## src/rtl/lii_pkg.sv

```systemverilog
// Shared types, codes and sizes for the piecewise linear interpolation block.
// No dependencies; imported by every module of the block.
`default_nettype none
package lii_pkg;

    localparam int MAX_POINTS = 256;
    localparam int ADDR_W     = $clog2(MAX_POINTS);
    localparam int CNT_W      = $clog2(MAX_POINTS + 1);

    localparam logic [1:0] FUNC_LOAD   = 2'd0;
    localparam logic [1:0] FUNC_INTERP = 2'd1;
    localparam logic [1:0] FUNC_INTEG  = 2'd2;

    localparam logic [1:0] ST_OK       = 2'd0;
    localparam logic [1:0] ST_RANGE    = 2'd1;
    localparam logic [1:0] ST_NONINC   = 2'd2;
    localparam logic [1:0] ST_FEW      = 2'd3;

    typedef struct packed {
        logic signed [31:0] y;
        logic signed [31:0] x;
    } lii_entry_t;

    typedef struct packed {
        logic [1:0]         func;
        logic [7:0]         point_index;
        logic signed [31:0] point_x;
        logic signed [31:0] point_y;
        logic signed [31:0] query_z;
    } lii_item_t;

    typedef struct packed {
        logic              en;
        logic [ADDR_W-1:0] addr;
        lii_entry_t        data;
    } lii_wr_t;

    typedef struct packed {
        logic signed [63:0] result_value;
        logic [1:0]         status;
    } lii_res_t;

endpackage
`default_nettype wire

```

## src/rtl/lii_div.sv

```systemverilog
// Restoring divider, one quotient bit per cycle, 64 by 32 bits with a 32-bit quotient.
// Caller guarantees the quotient fits. Depends on lii_pkg.
`default_nettype none
module lii_div (
    input  wire         aclk,
    input  wire         aresetn,
    input  wire         start,
    input  wire [63:0]  dividend,
    input  wire [31:0]  divisor,
    output logic        done,
    output logic [31:0] quotient
);
    import lii_pkg::*;

    logic [31:0] rem_reg;
    logic [31:0] quo_reg;
    logic [31:0] dvs_reg;
    logic [4:0]  cnt_reg;
    logic        busy_reg;
    logic        done_reg;
    logic [32:0] trial;

    assign trial    = {rem_reg, quo_reg[31]} - {1'b0, dvs_reg};
    assign done     = done_reg;
    assign quotient = quo_reg;

    always_ff @(posedge aclk) begin
        if (!aresetn) begin
            busy_reg <= 1'b0;
            done_reg <= 1'b0;
            cnt_reg  <= '0;
        end else begin
            done_reg <= !start && busy_reg && (cnt_reg == 5'd31);
            if (start) begin
                rem_reg  <= dividend[63:32];
                quo_reg  <= dividend[31:0];
                dvs_reg  <= divisor;
                cnt_reg  <= '0;
                busy_reg <= 1'b1;
            end else if (busy_reg) begin
                if (!trial[32]) begin
                    rem_reg <= trial[31:0];
                    quo_reg <= {quo_reg[30:0], 1'b1};
                end else begin
                    rem_reg <= {rem_reg[30:0], quo_reg[31]};
                    quo_reg <= {quo_reg[30:0], 1'b0};
                end
                cnt_reg <= cnt_reg + 5'd1;
                if (cnt_reg == 5'd31) begin
                    busy_reg <= 1'b0;
                end
            end
        end
    end

endmodule
`default_nettype wire

```

## config.mk

```make
export PLATFORM = sky130hd
export DESIGN_NAME = lii_div
export DESIGN_NICKNAME = d
export VERILOG_FILES = /design/src/rtl/lii_pkg.sv /design/src/rtl/lii_div.sv
export SDC_FILE = /design/constraint.sdc
export NUM_CORES = 1
export LEC_CHECK = 0
export ABC_AREA = 1
export ABC_CLOCK_PERIOD_IN_PS = 6400
export BUFFER_PORTS_ARGS = -buffer_cell sky130_fd_sc_hd__buf_2
export CORE_MARGIN = 3
export CORE_UTILIZATION = 50
export CTS_CLUSTER_SIZE = 30
export DETAILED_ROUTE_END_ITERATION = 8
export GPL_ROUTABILITY_DRIVEN = 0
export PLACE_DENSITY = 0.73
export SLEW_MARGIN = 30
export SYNTH_ARGS = -nofsm -noshare
export SYNTH_HDL_FRONTEND = slang
export SYNTH_SLANG_ARGS = --single-unit
```

## constraint.sdc

```tcl
create_clock -name aclk -period 6.4 [get_ports aclk]
set_clock_uncertainty 0.2 [all_clocks]
set_input_delay 0.32 -clock aclk [delete_from_list [all_inputs] [get_ports aclk]]
set_output_delay 0.32 -clock aclk [all_outputs]
set_load 0.01 [all_outputs]
```

==> impl_metrics.tcl <==
set metrics [dict create \
    run_status "complete, no violations" \
    tritoncts.num_buffers 9 \
    areaGrowthSynthToFinish_pct 18.0 \
    grt_usage 0.223 \
    vias_per_cell 4.93 \
    drtPass1Iterations 7 \
    timing.critical_path.buf_inv 2 \
    hold_viol_final 0 \
    yosys-mux-area-fraction 0 \
    vias 6799 \
    syn_avg_cell_area_sq_um 7.26 \
    worstMarginPinSlew_ns 0.630 \
    ir_worst_vdd_mv 0.222 \
    synth_top_area_frac 0.385 \
    grt_pass1_vias 6468 \
    io_buffer_count 131 \
    cts_tree "done" \
    clk-insertion-delay-late_ns 0.37 \
    timing_worst_setup_path_type "flop to flop" \
    critical-path-top-delay-family "simple AND/OR/NAND/NOR gates" \
    synth_enable_flop_cells 96 \
    syn_nets 1167 \
    worst_slack_ns 3.51 \
    cp_max_fo 20 \
    first_iter_violations 428 \
    drt_wl_total_um 18200 \
    drive_gt1_frac 0.177 \
    antenna_found_initial 0 \
    synthCells 1033 \
    dp_hpwl_um 13700 \
    grt_overflow_total 0 \
    power-per-cell-area_mw_per_mm2 251 \
    clock_path_buffers 2 \
    total_leakage_power_uw 0.00480 \
    floorplan.io_pins 132 \
    final-setup-viol-count 0 \
    holdWs_ns 0.0151 \
    drc 0 \
    cts-htree-levels 3 \
    sinks_on_the_clock_net 103 \
    yosysSeqAreaShare 0.403 \
    synth.cells.most_frequent "nand2_1, inv_1, edfxtp_1" \
    cp_data_required_time_ns 6.31 \
    critPathSlowestCell "fa_1" \
    clock_tree.root_cell "clkbuf_16" \
    die_w_um 128 \
    synth.area.top_cells "edfxtp_1, nand2_1, inv_1" \
    asyncSetResetFlopFracSynth 0 \
    grt_pass1_wl_um 29800 \
    row_count 44 \
    dp_worst_setup_slack_ns 3.25 \
    min_period_ns 2.89 \
    drt-wirelength-per-cell_um 13.2 \
    stdcell_count 1378 \
    area_of_the_die_sq_mm 0.0165 \
    ant_nets 0 \
    grt_setup_unrepaired "no" \
    crit_path_max_cell_delay_ns 0.41 \
    floorplan.initialDensity 0.514 \
    synth_compound_area_frac 0.0287 \
    slew_viol_final 0 \
    worstPathCellList "inv_1 -> ha_1 -> fa_1 -> inv_1 -> nand2_1 -> nand2_1 -> nand3_1 -> nand2_2 -> nand2_4 -> nand2_4 -> nand2_4 -> nand2_4 -> nand2_8 -> nand2_8 -> nand2_1 -> nand3_1 -> nand2_1" \
    endpoint_class_of_the_critical_path "flop" \
    die_height_um 128 \
    cap_viol_max_count 0 \
    class_of_the_worst_hold_path "input port to flop" \
    startpoint_class_of_the_critical_path "flop" \
    synth.cell_area_sq_mm 0.00750 \
    post-place-cells 1330 \
    ys_seq_elements 103 \
    yosys.area_share.simple 0.376 \
    core_sq_mm 0.0146 \
    yosys.cell_count.top_type "nand2_1" \
    synthesized_area_fraction_occupied_by_adder_cells 0.0594 \
    yosysUniqueCellTypes 38 \
    final_min_period_over_clock_period 0.452 \
    timing.max_slew.rel_slack 0.579 \
    worst_ep_arrival_time_ns 2.80 \
    synth_largest_area_cell "edfxtp_1" \
    antenna-diode-count 0 \
    clkTransAtPathRegs_ns 0.09 \
    synth_top_family_by_area "simple AND/OR/NAND/NOR gates" \
    final_nets 1323 \
    cts.repair_timing.setup_buffer_count 0 \
    post_synth_xor_area_fraction 0.0105 \
    synth.yosys.warnings 0 \
    dominantRegCellSynth "edfxtp_1" \
    achievable-frequency_mhz 346 \
    maximum_number_of_pins_on_one_net_before_global_route_repair 39 \
    setup_tns_ns 0 \
]
==> layout make-up <==
cell class | instances | area [sq um]
multi-input cells | 719 | 3560
well taps | 184 | 230
clock inverters | 7 | 93.8
fillers | 1383 | 5740
clock buffers | 9 | 225
flip-flops and latches | 103 | 3020
inverters | 189 | 709
repair buffers | 167 | 1010
==> kinds of logic (layout without fill, tap and decap cells) <==
family	after synthesis	count (layout)
simple gates	641	641
compound gates	34	34
buf+inv	211	372
xor+xnor	9	9
flops	103	103
fa+ha+maj	35	35
==> power breakdown <==
part	internal (uW)	leakage [uW]	total [uW]	switching [uW]
clock	284	0.000154	583	300
sequential	819	0.000979	851	32.0
combinational	283	0.00367	790	507
==> path summary, 6_finish.rpt <==
path / slack [ns] / depth (start not counted) / from / end
worst min-delay path: 0.02 / 3 / dividend[24] / quotient[24]$_DFFE_PP_
worst min register to register: 0.28 / 2 / cnt_reg[4]$_SDFFE_PP0P_ / cnt_reg[4]$_SDFFE_PP0P_
worst max register to register: 3.51 / 17 / quotient[31]$_DFFE_PP_ / rem_reg[21]$_DFFE_PP_
worst max-delay path: 3.51 / 17 / quotient[31]$_DFFE_PP_ / rem_reg[21]$_DFFE_PP_
==> worst min-delay path, stage by stage <==
cell     delay, ns
buf_2         0.07
nand2_1       0.04
nand2_1       0.05
==> metrics by stage <==
| stage | power, uW | area (sq um) | util |
|---|---|---|---|
| floorplan | 1470 | 7500 | - |
| global placement | 1620 | 8210 | 0.562 |
| detailed placement | 1630 | 8210 | 0.562 |
| CTS | 2230 | 8840 | 0.606 |
| global route | 2360 | 8840 | 0.606 |
| finish | 2220 | 8840 | 0.606 |
==> metal layers <==
metal  wire [um]  up-vias  global-route usage  share of wire
met1        8140     3053               0.287           0.45
met4         330        0              0.0624          0.018
met3        1180       25              0.0482          0.065
met5           0        -                   0              0
met2        8570      203               0.380           0.47
li1            -     3518                   -              -
==> placed cells by master (no fill, tap or decap), types with 4 or more instances in the layout <==
cell type,Yosys,layout
nand2_1,434,433
inv_1,183,182
buf_2,1,131
edfxtp_1,96,96
nand3_1,84,84
nor2_1,41,41
ha_1,34,34
nand2_2,32,33
dlygate4sd3_1,1,32
a21oi_1,21,21
nand3b_1,13,13
clkbuf_16,0,9
nor3_1,8,8
inv_2,6,7
xnor2_1,7,7
dfxtp_1,7,7
nand2_4,6,6
o21bai_1,6,6
nand4_1,6,6
nand3_2,5,5
and2_1,4,4
clkinv_8,0,4
buf_4,2,4
==> timing repair <==
item	4_1_cts	5_1_grt
resized for setup	0	0
endpoints found under the setup margin	0	0
hold buffers	32	0
hold endpoints to repair	32	0
(Power assumes the default switching activity.)
