## src/rtl/lii_pkg.sv

```systemverilog
// Shared types, codes and sizes for the piecewise linear interpolation block.
// No dependencies; imported by every module of the block.
`default_nettype none
package lii_pkg;

    localparam int MAX_POINTS = 256;
    localparam int ADDR_W     = $clog2(MAX_POINTS);
    localparam int CNT_W      = $clog2(MAX_POINTS + 1);

    localparam logic [1:0] FUNC_LOAD   = 2'd0;
    localparam logic [1:0] FUNC_INTERP = 2'd1;
    localparam logic [1:0] FUNC_INTEG  = 2'd2;

    localparam logic [1:0] ST_OK       = 2'd0;
    localparam logic [1:0] ST_RANGE    = 2'd1;
    localparam logic [1:0] ST_NONINC   = 2'd2;
    localparam logic [1:0] ST_FEW      = 2'd3;

    typedef struct packed {
        logic signed [31:0] y;
        logic signed [31:0] x;
    } lii_entry_t;

    typedef struct packed {
        logic [1:0]         func;
        logic [7:0]         point_index;
        logic signed [31:0] point_x;
        logic signed [31:0] point_y;
        logic signed [31:0] query_z;
    } lii_item_t;

    typedef struct packed {
        logic              en;
        logic [ADDR_W-1:0] addr;
        lii_entry_t        data;
    } lii_wr_t;

    typedef struct packed {
        logic signed [63:0] result_value;
        logic [1:0]         status;
    } lii_res_t;

endpackage
`default_nettype wire

```

## src/rtl/lii_core.sv

```systemverilog
// Sequencer: table reads, binary search, trapezoid walk, multiply and accumulate.
// Depends on lii_pkg; drives lii_table and lii_div.
`default_nettype none
module lii_core (
    input  wire                        aclk,
    input  wire                        aresetn,
    input  wire                        in_valid,
    output logic                       in_ready,
    input  lii_pkg::lii_item_t         in_item,
    input  wire [lii_pkg::CNT_W-1:0]   n_in,
    output lii_pkg::lii_wr_t           wr,
    output logic [lii_pkg::ADDR_W-1:0] rd_addr,
    input  lii_pkg::lii_entry_t        rd_data,
    output logic                       div_start,
    output logic [63:0]                div_dividend,
    output logic [31:0]                div_divisor,
    input  wire                        div_done,
    input  wire [31:0]                 div_quotient,
    output logic                       res_valid,
    input  wire                        res_ready,
    output lii_pkg::lii_res_t          res
);
    import lii_pkg::*;

    typedef enum logic [3:0] {
        S_IDLE, S_CHK0, S_CHK1, S_SRCH, S_PA, S_PB, S_MUL,
        S_DIVST, S_DIVW, S_AMUL, S_ACC, S_DONE
    } state_t;

    state_t             state_reg;
    logic [1:0]         func_reg;
    logic signed [31:0] z_reg;
    logic [CNT_W-1:0]   n_reg;
    logic [ADDR_W-1:0]  i_reg, j_reg, mid_reg;
    logic signed [31:0] xa_reg, ya_reg, xb_reg, yb_reg, yz_reg;
    logic [63:0]        prod_reg;
    logic               sgn_reg;
    logic               part_reg;
    logic signed [63:0] acc_reg;
    lii_res_t           res_reg;

    logic [ADDR_W-1:0]  last_idx, srch_i, srch_j, srch_mid;
    logic [ADDR_W:0]    mid_sum;
    logic               more_srch;
    logic signed [32:0] dy33, s33, t33, dx33;
    logic [32:0]        abs_dy, abs_s, op_a;
    logic [31:0]        op_b;
    logic [64:0]        prod65;
    logic [63:0]        area;
    logic [64:0]        sum65;
    logic signed [63:0] acc_sat;
    logic [33:0]        term34, yz34;
    logic               cont;
    logic               few_pts;

    assign last_idx  = ADDR_W'(n_reg - CNT_W'(1));
    assign srch_i    = (z_reg > rd_data.x) ? mid_reg : i_reg;
    assign srch_j    = (z_reg > rd_data.x) ? j_reg : mid_reg;
    assign mid_sum   = {1'b0, srch_i} + {1'b0, srch_j};
    assign srch_mid  = mid_sum[ADDR_W:1];
    assign more_srch = (srch_j - srch_i) > ADDR_W'(1);
    assign cont      = (func_reg == FUNC_INTEG) && ({1'b0, i_reg} < n_reg - CNT_W'(2))
                       && (z_reg > rd_data.x);
    assign few_pts   = ((in_item.func == FUNC_INTERP) || (in_item.func == FUNC_INTEG))
                       && (n_in < CNT_W'(2));

    assign dy33   = {yb_reg[31], yb_reg} - {ya_reg[31], ya_reg};
    assign s33    = {ya_reg[31], ya_reg} + (part_reg ? {yz_reg[31], yz_reg}
                                                     : {yb_reg[31], yb_reg});
    assign t33    = {z_reg[31], z_reg} - {xa_reg[31], xa_reg};
    assign dx33   = {xb_reg[31], xb_reg} - {xa_reg[31], xa_reg};
    assign abs_dy = dy33[32] ? 33'(-dy33) : 33'(dy33);
    assign abs_s  = s33[32] ? 33'(-s33) : 33'(s33);
    assign op_a   = (state_reg == S_MUL) ? abs_dy : abs_s;
    assign op_b   = ((state_reg == S_MUL) || part_reg) ? t33[31:0] : dx33[31:0];
    assign prod65 = op_a * {1'b0, op_b};

    assign area    = sgn_reg ? -{17'b0, prod_reg[63:17]} : {17'b0, prod_reg[63:17]};
    assign sum65   = {acc_reg[63], acc_reg} + {area[63], area};
    assign acc_sat = (sum65[64] != sum65[63])
                     ? (sum65[64] ? {1'b1, 63'b0} : {1'b0, {63{1'b1}}})
                     : sum65[63:0];

    assign term34 = sgn_reg ? -{2'b0, div_quotient} : {2'b0, div_quotient};
    assign yz34   = {{2{ya_reg[31]}}, ya_reg} + term34;

    assign in_ready     = (state_reg == S_IDLE);
    assign res_valid    = (state_reg == S_DONE);
    assign res          = res_reg;
    assign div_start    = (state_reg == S_DIVST);
    assign div_dividend = prod_reg;
    assign div_divisor  = dx33[31:0];

    always_comb begin
        wr.en   = (state_reg == S_IDLE) && in_valid && (in_item.func == FUNC_LOAD);
        wr.addr = ADDR_W'(in_item.point_index);
        wr.data = '{y: in_item.point_y, x: in_item.point_x};
    end

    always_comb begin
        rd_addr = '0;
        case (state_reg)
            S_CHK0: rd_addr = last_idx;
            S_CHK1: begin
                if ((func_reg == FUNC_INTERP) && (last_idx > ADDR_W'(1))) begin
                    rd_addr = ADDR_W'(last_idx >> 1);
                end
            end
            S_SRCH: rd_addr = more_srch ? srch_mid : srch_i;
            S_PA:   rd_addr = i_reg + ADDR_W'(1);
            S_ACC:  rd_addr = i_reg + ADDR_W'(2);
            default: rd_addr = '0;
        endcase
    end

    always_ff @(posedge aclk) begin
        if (!aresetn) begin
            state_reg <= S_IDLE;
        end else begin
            case (state_reg)
                S_IDLE: begin
                    if (in_valid) begin
                        func_reg <= in_item.func;
                        z_reg    <= in_item.query_z;
                        n_reg    <= n_in;
                        acc_reg  <= '0;
                        part_reg <= 1'b0;
                        res_reg  <= '{result_value: '0, status: few_pts ? ST_FEW : ST_OK};
                        if ((in_item.func == FUNC_INTERP) || (in_item.func == FUNC_INTEG)) begin
                            if (few_pts) begin
                                state_reg <= S_DONE;
                            end else begin
                                state_reg <= S_CHK0;
                            end
                        end else begin
                            state_reg <= S_DONE;
                        end
                    end
                end
                S_CHK0: begin
                    if (z_reg < rd_data.x) begin
                        res_reg.status <= ST_RANGE;
                        state_reg      <= S_DONE;
                    end else begin
                        state_reg <= S_CHK1;
                    end
                end
                S_CHK1: begin
                    i_reg <= '0;
                    j_reg <= last_idx;
                    if (z_reg > rd_data.x) begin
                        res_reg.status <= ST_RANGE;
                        state_reg      <= S_DONE;
                    end else if ((func_reg == FUNC_INTERP) && (last_idx > ADDR_W'(1))) begin
                        mid_reg   <= ADDR_W'(last_idx >> 1);
                        state_reg <= S_SRCH;
                    end else begin
                        state_reg <= S_PA;
                    end
                end
                S_SRCH: begin
                    i_reg   <= srch_i;
                    j_reg   <= srch_j;
                    mid_reg <= srch_mid;
                    if (!more_srch) begin
                        state_reg <= S_PA;
                    end
                end
                S_PA: begin
                    xa_reg    <= rd_data.x;
                    ya_reg    <= rd_data.y;
                    state_reg <= S_PB;
                end
                S_PB: begin
                    xb_reg <= rd_data.x;
                    yb_reg <= rd_data.y;
                    if (rd_data.x <= xa_reg) begin
                        res_reg.status <= ST_NONINC;
                        state_reg      <= S_DONE;
                    end else if (cont) begin
                        state_reg <= S_AMUL;
                    end else if (z_reg < xa_reg) begin
                        res_reg.status <= ST_NONINC;
                        state_reg      <= S_DONE;
                    end else begin
                        state_reg <= S_MUL;
                    end
                end
                S_MUL: begin
                    prod_reg  <= prod65[63:0];
                    sgn_reg   <= dy33[32];
                    state_reg <= S_DIVST;
                end
                S_DIVST: begin
                    state_reg <= S_DIVW;
                end
                S_DIVW: begin
                    if (div_done) begin
                        if (func_reg == FUNC_INTERP) begin
                            res_reg.result_value <= 64'(signed'(yz34));
                            state_reg            <= S_DONE;
                        end else begin
                            yz_reg    <= yz34[31:0];
                            part_reg  <= 1'b1;
                            state_reg <= S_AMUL;
                        end
                    end
                end
                S_AMUL: begin
                    prod_reg  <= prod65[63:0];
                    sgn_reg   <= s33[32];
                    state_reg <= S_ACC;
                end
                S_ACC: begin
                    acc_reg <= acc_sat;
                    if (part_reg) begin
                        res_reg.result_value <= acc_sat;
                        state_reg            <= S_DONE;
                    end else begin
                        i_reg     <= i_reg + ADDR_W'(1);
                        xa_reg    <= xb_reg;
                        ya_reg    <= yb_reg;
                        state_reg <= S_PB;
                    end
                end
                S_DONE: begin
                    if (res_ready) begin
                        state_reg <= S_IDLE;
                    end
                end
                default: state_reg <= S_IDLE;
            endcase
        end
    end

endmodule
`default_nettype wire

```

## config.mk

```make
export PLATFORM = sky130hd
export DESIGN_NAME = lii_core
export DESIGN_NICKNAME = d
export VERILOG_FILES = /design/src/rtl/lii_pkg.sv /design/src/rtl/lii_core.sv
export SDC_FILE = /design/constraint.sdc
export NUM_CORES = 2
export LEC_CHECK = 0
export BUFFER_PORTS_ARGS = -buffer_cell sky130_fd_sc_hd__buf_4
export CAP_MARGIN = 25
export CORE_MARGIN = 2
export CORE_UTILIZATION = 64
export DETAILED_ROUTE_END_ITERATION = 10
export PLACE_DENSITY = 0.84
export SLEW_MARGIN = 25
export SYNTH_ARGS = -nofsm -noshare
export SYNTH_HDL_FRONTEND = slang
export SYNTH_SLANG_ARGS = --single-unit
```

## constraint.sdc

```tcl
create_clock -name aclk -period 12.57 [get_ports aclk]
set_clock_uncertainty 0.05 [all_clocks]
set_input_delay 2.514 -clock aclk [delete_from_list [all_inputs] [get_ports aclk]]
set_output_delay 2.514 -clock aclk [all_outputs]
set_load 0.01 [all_outputs]
```

==> metrics.md <==
| Metric | Value |
|---|---|
| Status | `complete, no violations` |
| CTS sink count | `roughly 430` |
| Minimum clock period | `~12 ns` |
| CP peak stage delay | `0.57 ns` |
| 1st-iter DRT viols | `7002` |
| HPWL Detailed | `about 190000 µm` |
| Max cap viols | `0` |
| #FFs+latches synth | `427` |
| Largest net degree at the start of global routing | `99` |
| Row cnt | `between 100 and 150` |
| Worst slew pin tran | `around 1.3 ns` |
| Sequential share of the synthesized area | `a little under a fifth` |
| Routed wire length | `around 240000 µm` |
| Most frequent cell on the critical path | `fa_1` |
| Synth top area share | `a little over a quarter` |
| CTS tree | `done` |
| Synthesized Nets | `between 9000 and 10000` |
| Count leader, synth | `inv_1` |
| Crit. End Element | `register` |
| Reg2reg setup slack | `between 0.3 and 0.4 ns` |
| Num CTS Buffers | `between 40 and 50` |
| Number of synthesized flops with an enable pin | `about 420` |
| Slowest-stage cell, CP | `fa_1` |
| Crit path launch type | `register` |
| Worst-Skew Late Latency | `0.67 ns` |
| CP Class | `register to register` |
| Worst-path maximum fanout | `10` |
| F_max | `around 82 MHz` |
| Synth Flop Type | `edfxtp_1` |
| Layout Nets | `slightly below 10000` |
| Hold-critical path depth | `2` |
| Drt drc | `0` |
| CTS root buf | `clkbuf_16` |
| # fillers | `roughly 8000` |
| Syn. warnings | `0` |
| Vias in the first global route | `about 61000` |
| Antenna viol nets, final | `0` |
| DIE HEIGHT | `approximately 330 µm` |
| Die area | `roughly 0.11 mm²` |
| I/O Buffers | `between 300 and 400` |
| Total track usage | `43.4%` |
| Initial Utilization | `64.4%` |
| First-pass GRT wire length | `363000 µm` |
| Core area | `0.107 mm²` |
| Max FFs per register | `66` |
| Async S/R FF share, synth | `0%` |
| Top post-synthesis cells by count | `inv_1, nand2_1, fa_1, nor2_1, ha_1` |
| Post-synthesis cell type count | `between 90 and 100` |
| Congestion Overflow GR | `0` |
| Endpoints failing setup | `0` |
| Rel. slew slack | `between 10% and 20%` |
| Reg2reg start | `ya_reg[1]$_DFFE_PP_` |
| CTS HTree Levels | `2` |
| Required @ worst endpoint | `between 10 and 15 ns` |
| Final Util | `70.3%` |
| CTS max path bufs | `3` |
| Via count | `between 50000 and 60000` |
| Post-synth top area cell | `fa_1` |
| Clock-pin slew on the worst setup and hold paths | `about 0.06 ns` |
| Num ports | `about 460` |
| Final Hold Viols | `0` |
| Share of post-route cells with drive strength above 1 | `between 10 and 15%` |
| Worst-case reg-to-reg path depth | `41` |
| WL per Instance | `approximately 26 µm` |
| Cells after synthesis | `around 7700` |
| Syn avg cell area | `between 8 and 9 µm²` |
| Hold WC Path Type | `register to register` |
| Hold endpoint | `xa_reg[11]$_DFFE_PP_` |
| Syn-to-layout area delta | `9.15%` |
| Die width | `~330 µm` |
| Ranking of synthesized cells by area | `fa_1, edfxtp_1, ha_1` |
| Fin crit share | `97.1%` |
| Synthesized cell area | `0.0689 mm²` |
| Final Slew Violations | `0` |
| Worst r2r dst | `div_dividend[62]$_DFFE_PP_` |
| Worst Path Arrival | `12.58 ns` |
| Final GP Congestion | `~1.1` |
| First-pass detailed-route iteration total | `8` |
| Hold path start | `xb_reg[11]$_DFFE_PP_` |
| Hold_buf cts | `0` |
| Via density | `6.33` |
| Antenna violations before repair | `14` |
layout by cell type (no fill, tap or decap), drive strengths merged, types with 37 or more instances in the layout:
cell type  count
inv         1181
nand2        958
fa           933
nor2         668
ha           580
buf          548
edfxtp       423
a21oi        325
xnor2        290
o21ai        268
a21o         238
and2         118
xor2         117
nor3          89
nand2b        85
nand3         74
o21a          72
mux2          71
and3          62
clkbuf        57
nand4         51
o31ai         50
o21bai        49
a31oi         48
nor2b         47
mux2i         41
or3           40
a211oi        37
per-stage QoR:
stage / area, µm² / instances / setup WS [ns] / TNS [ns] / hold slack (ns)
final: 75200 / 9334 / 0.363 / 0 / 0.511
after global routing: 75200 / 9326 / -0.0512 / -0.0568 / 0.554
after CTS: 74900 / 9311 / 0.198 / 0 / 0.513
after detailed placement: 73300 / 9222 / 0.225 / 0 / 0.498
after global placement: 73300 / 9220 / 0.355 / 0 / 0.488
after floorplan: 68900 / 7677 / 0.968 / 0 / 0.472
metal layers:
layer / GRT usage (%) / vias up / wire (µm)
met5: 0 / - / 78
met1: 54.0 / 28600 / 85500
met2: 64.4 / 4068 / 101000
met4: 27.6 / 12 / 18500
met3: 15.3 / 902 / 33500
li1: - / 25600 / -
worst max-delay path by stage:
stage	start	endpoint	slack, ns	cells past startpoint
after global placement	yb_reg[0]$_DFFE_PP_	div_dividend[62]$_DFFE_PP_	0.36	45
after detailed placement	yb_reg[0]$_DFFE_PP_	div_dividend[62]$_DFFE_PP_	0.22	45
after floorplan	part_reg$_DFFE_PP_	div_dividend[63]$_DFFE_PP_	0.97	47
final	ya_reg[1]$_DFFE_PP_	div_dividend[62]$_DFFE_PP_	0.36	41
after global routing	part_reg$_DFFE_PP_	div_dividend[62]$_DFFE_PP_	-0.05	45
after CTS	ya_reg[1]$_DFFE_PP_	div_dividend[62]$_DFFE_PP_	0.20	43
area by class of cell:
| class | count | area, µm² | area share, % |
|---|---|---|---|
| clock inverter | 32 | 365 | 0.486 |
| sequential | 427 | 12800 | 17.0 |
| multi-input combinational | 5675 | 50200 | 66.8 |
| antenna | 12 | 30.0 | 0.0399 |
| tap | 1403 | 1760 | 2.33 |
| clock buffer | 57 | 1260 | 1.67 |
| inverter | 1180 | 4430 | 5.89 |
| timing repair buffer | 548 | 4370 | 5.81 |
cells by family (layout without fill, tap and decap cells):
logic type,after synthesis,count (layout),share of synthesized area [%]
and+or+nand+nor,2309,2309,15.1
AOI/OAI and AO/OA,1334,1334,12.7
buffers and inverters,1575,1817,9.06
xor gates and xnor gates,407,407,5.17
adders and majority gates,1513,1513,37.6
muxes,112,112,1.77
DFF,427,427,18.6
other,0,12,0
critical path: cells and delay by family, from the launching register on:
family          cells  cell delay (ns)
fa+ha+maj          10             4.64
compound gates     16             3.48
simple gates        5             1.44
buf+inv             7             0.79
xor+xnor            2             0.55
mux                 1             0.50
flops               1             0.49
timing repair:
action,4_1_cts,5_1_grt
buffers inserted,0,11
resized for setup,0,27
endpoints found under the setup margin,0,18
Power is not shown: default switching activity piles up to over one toggle a cycle in this logic, so the estimate is an artifact.
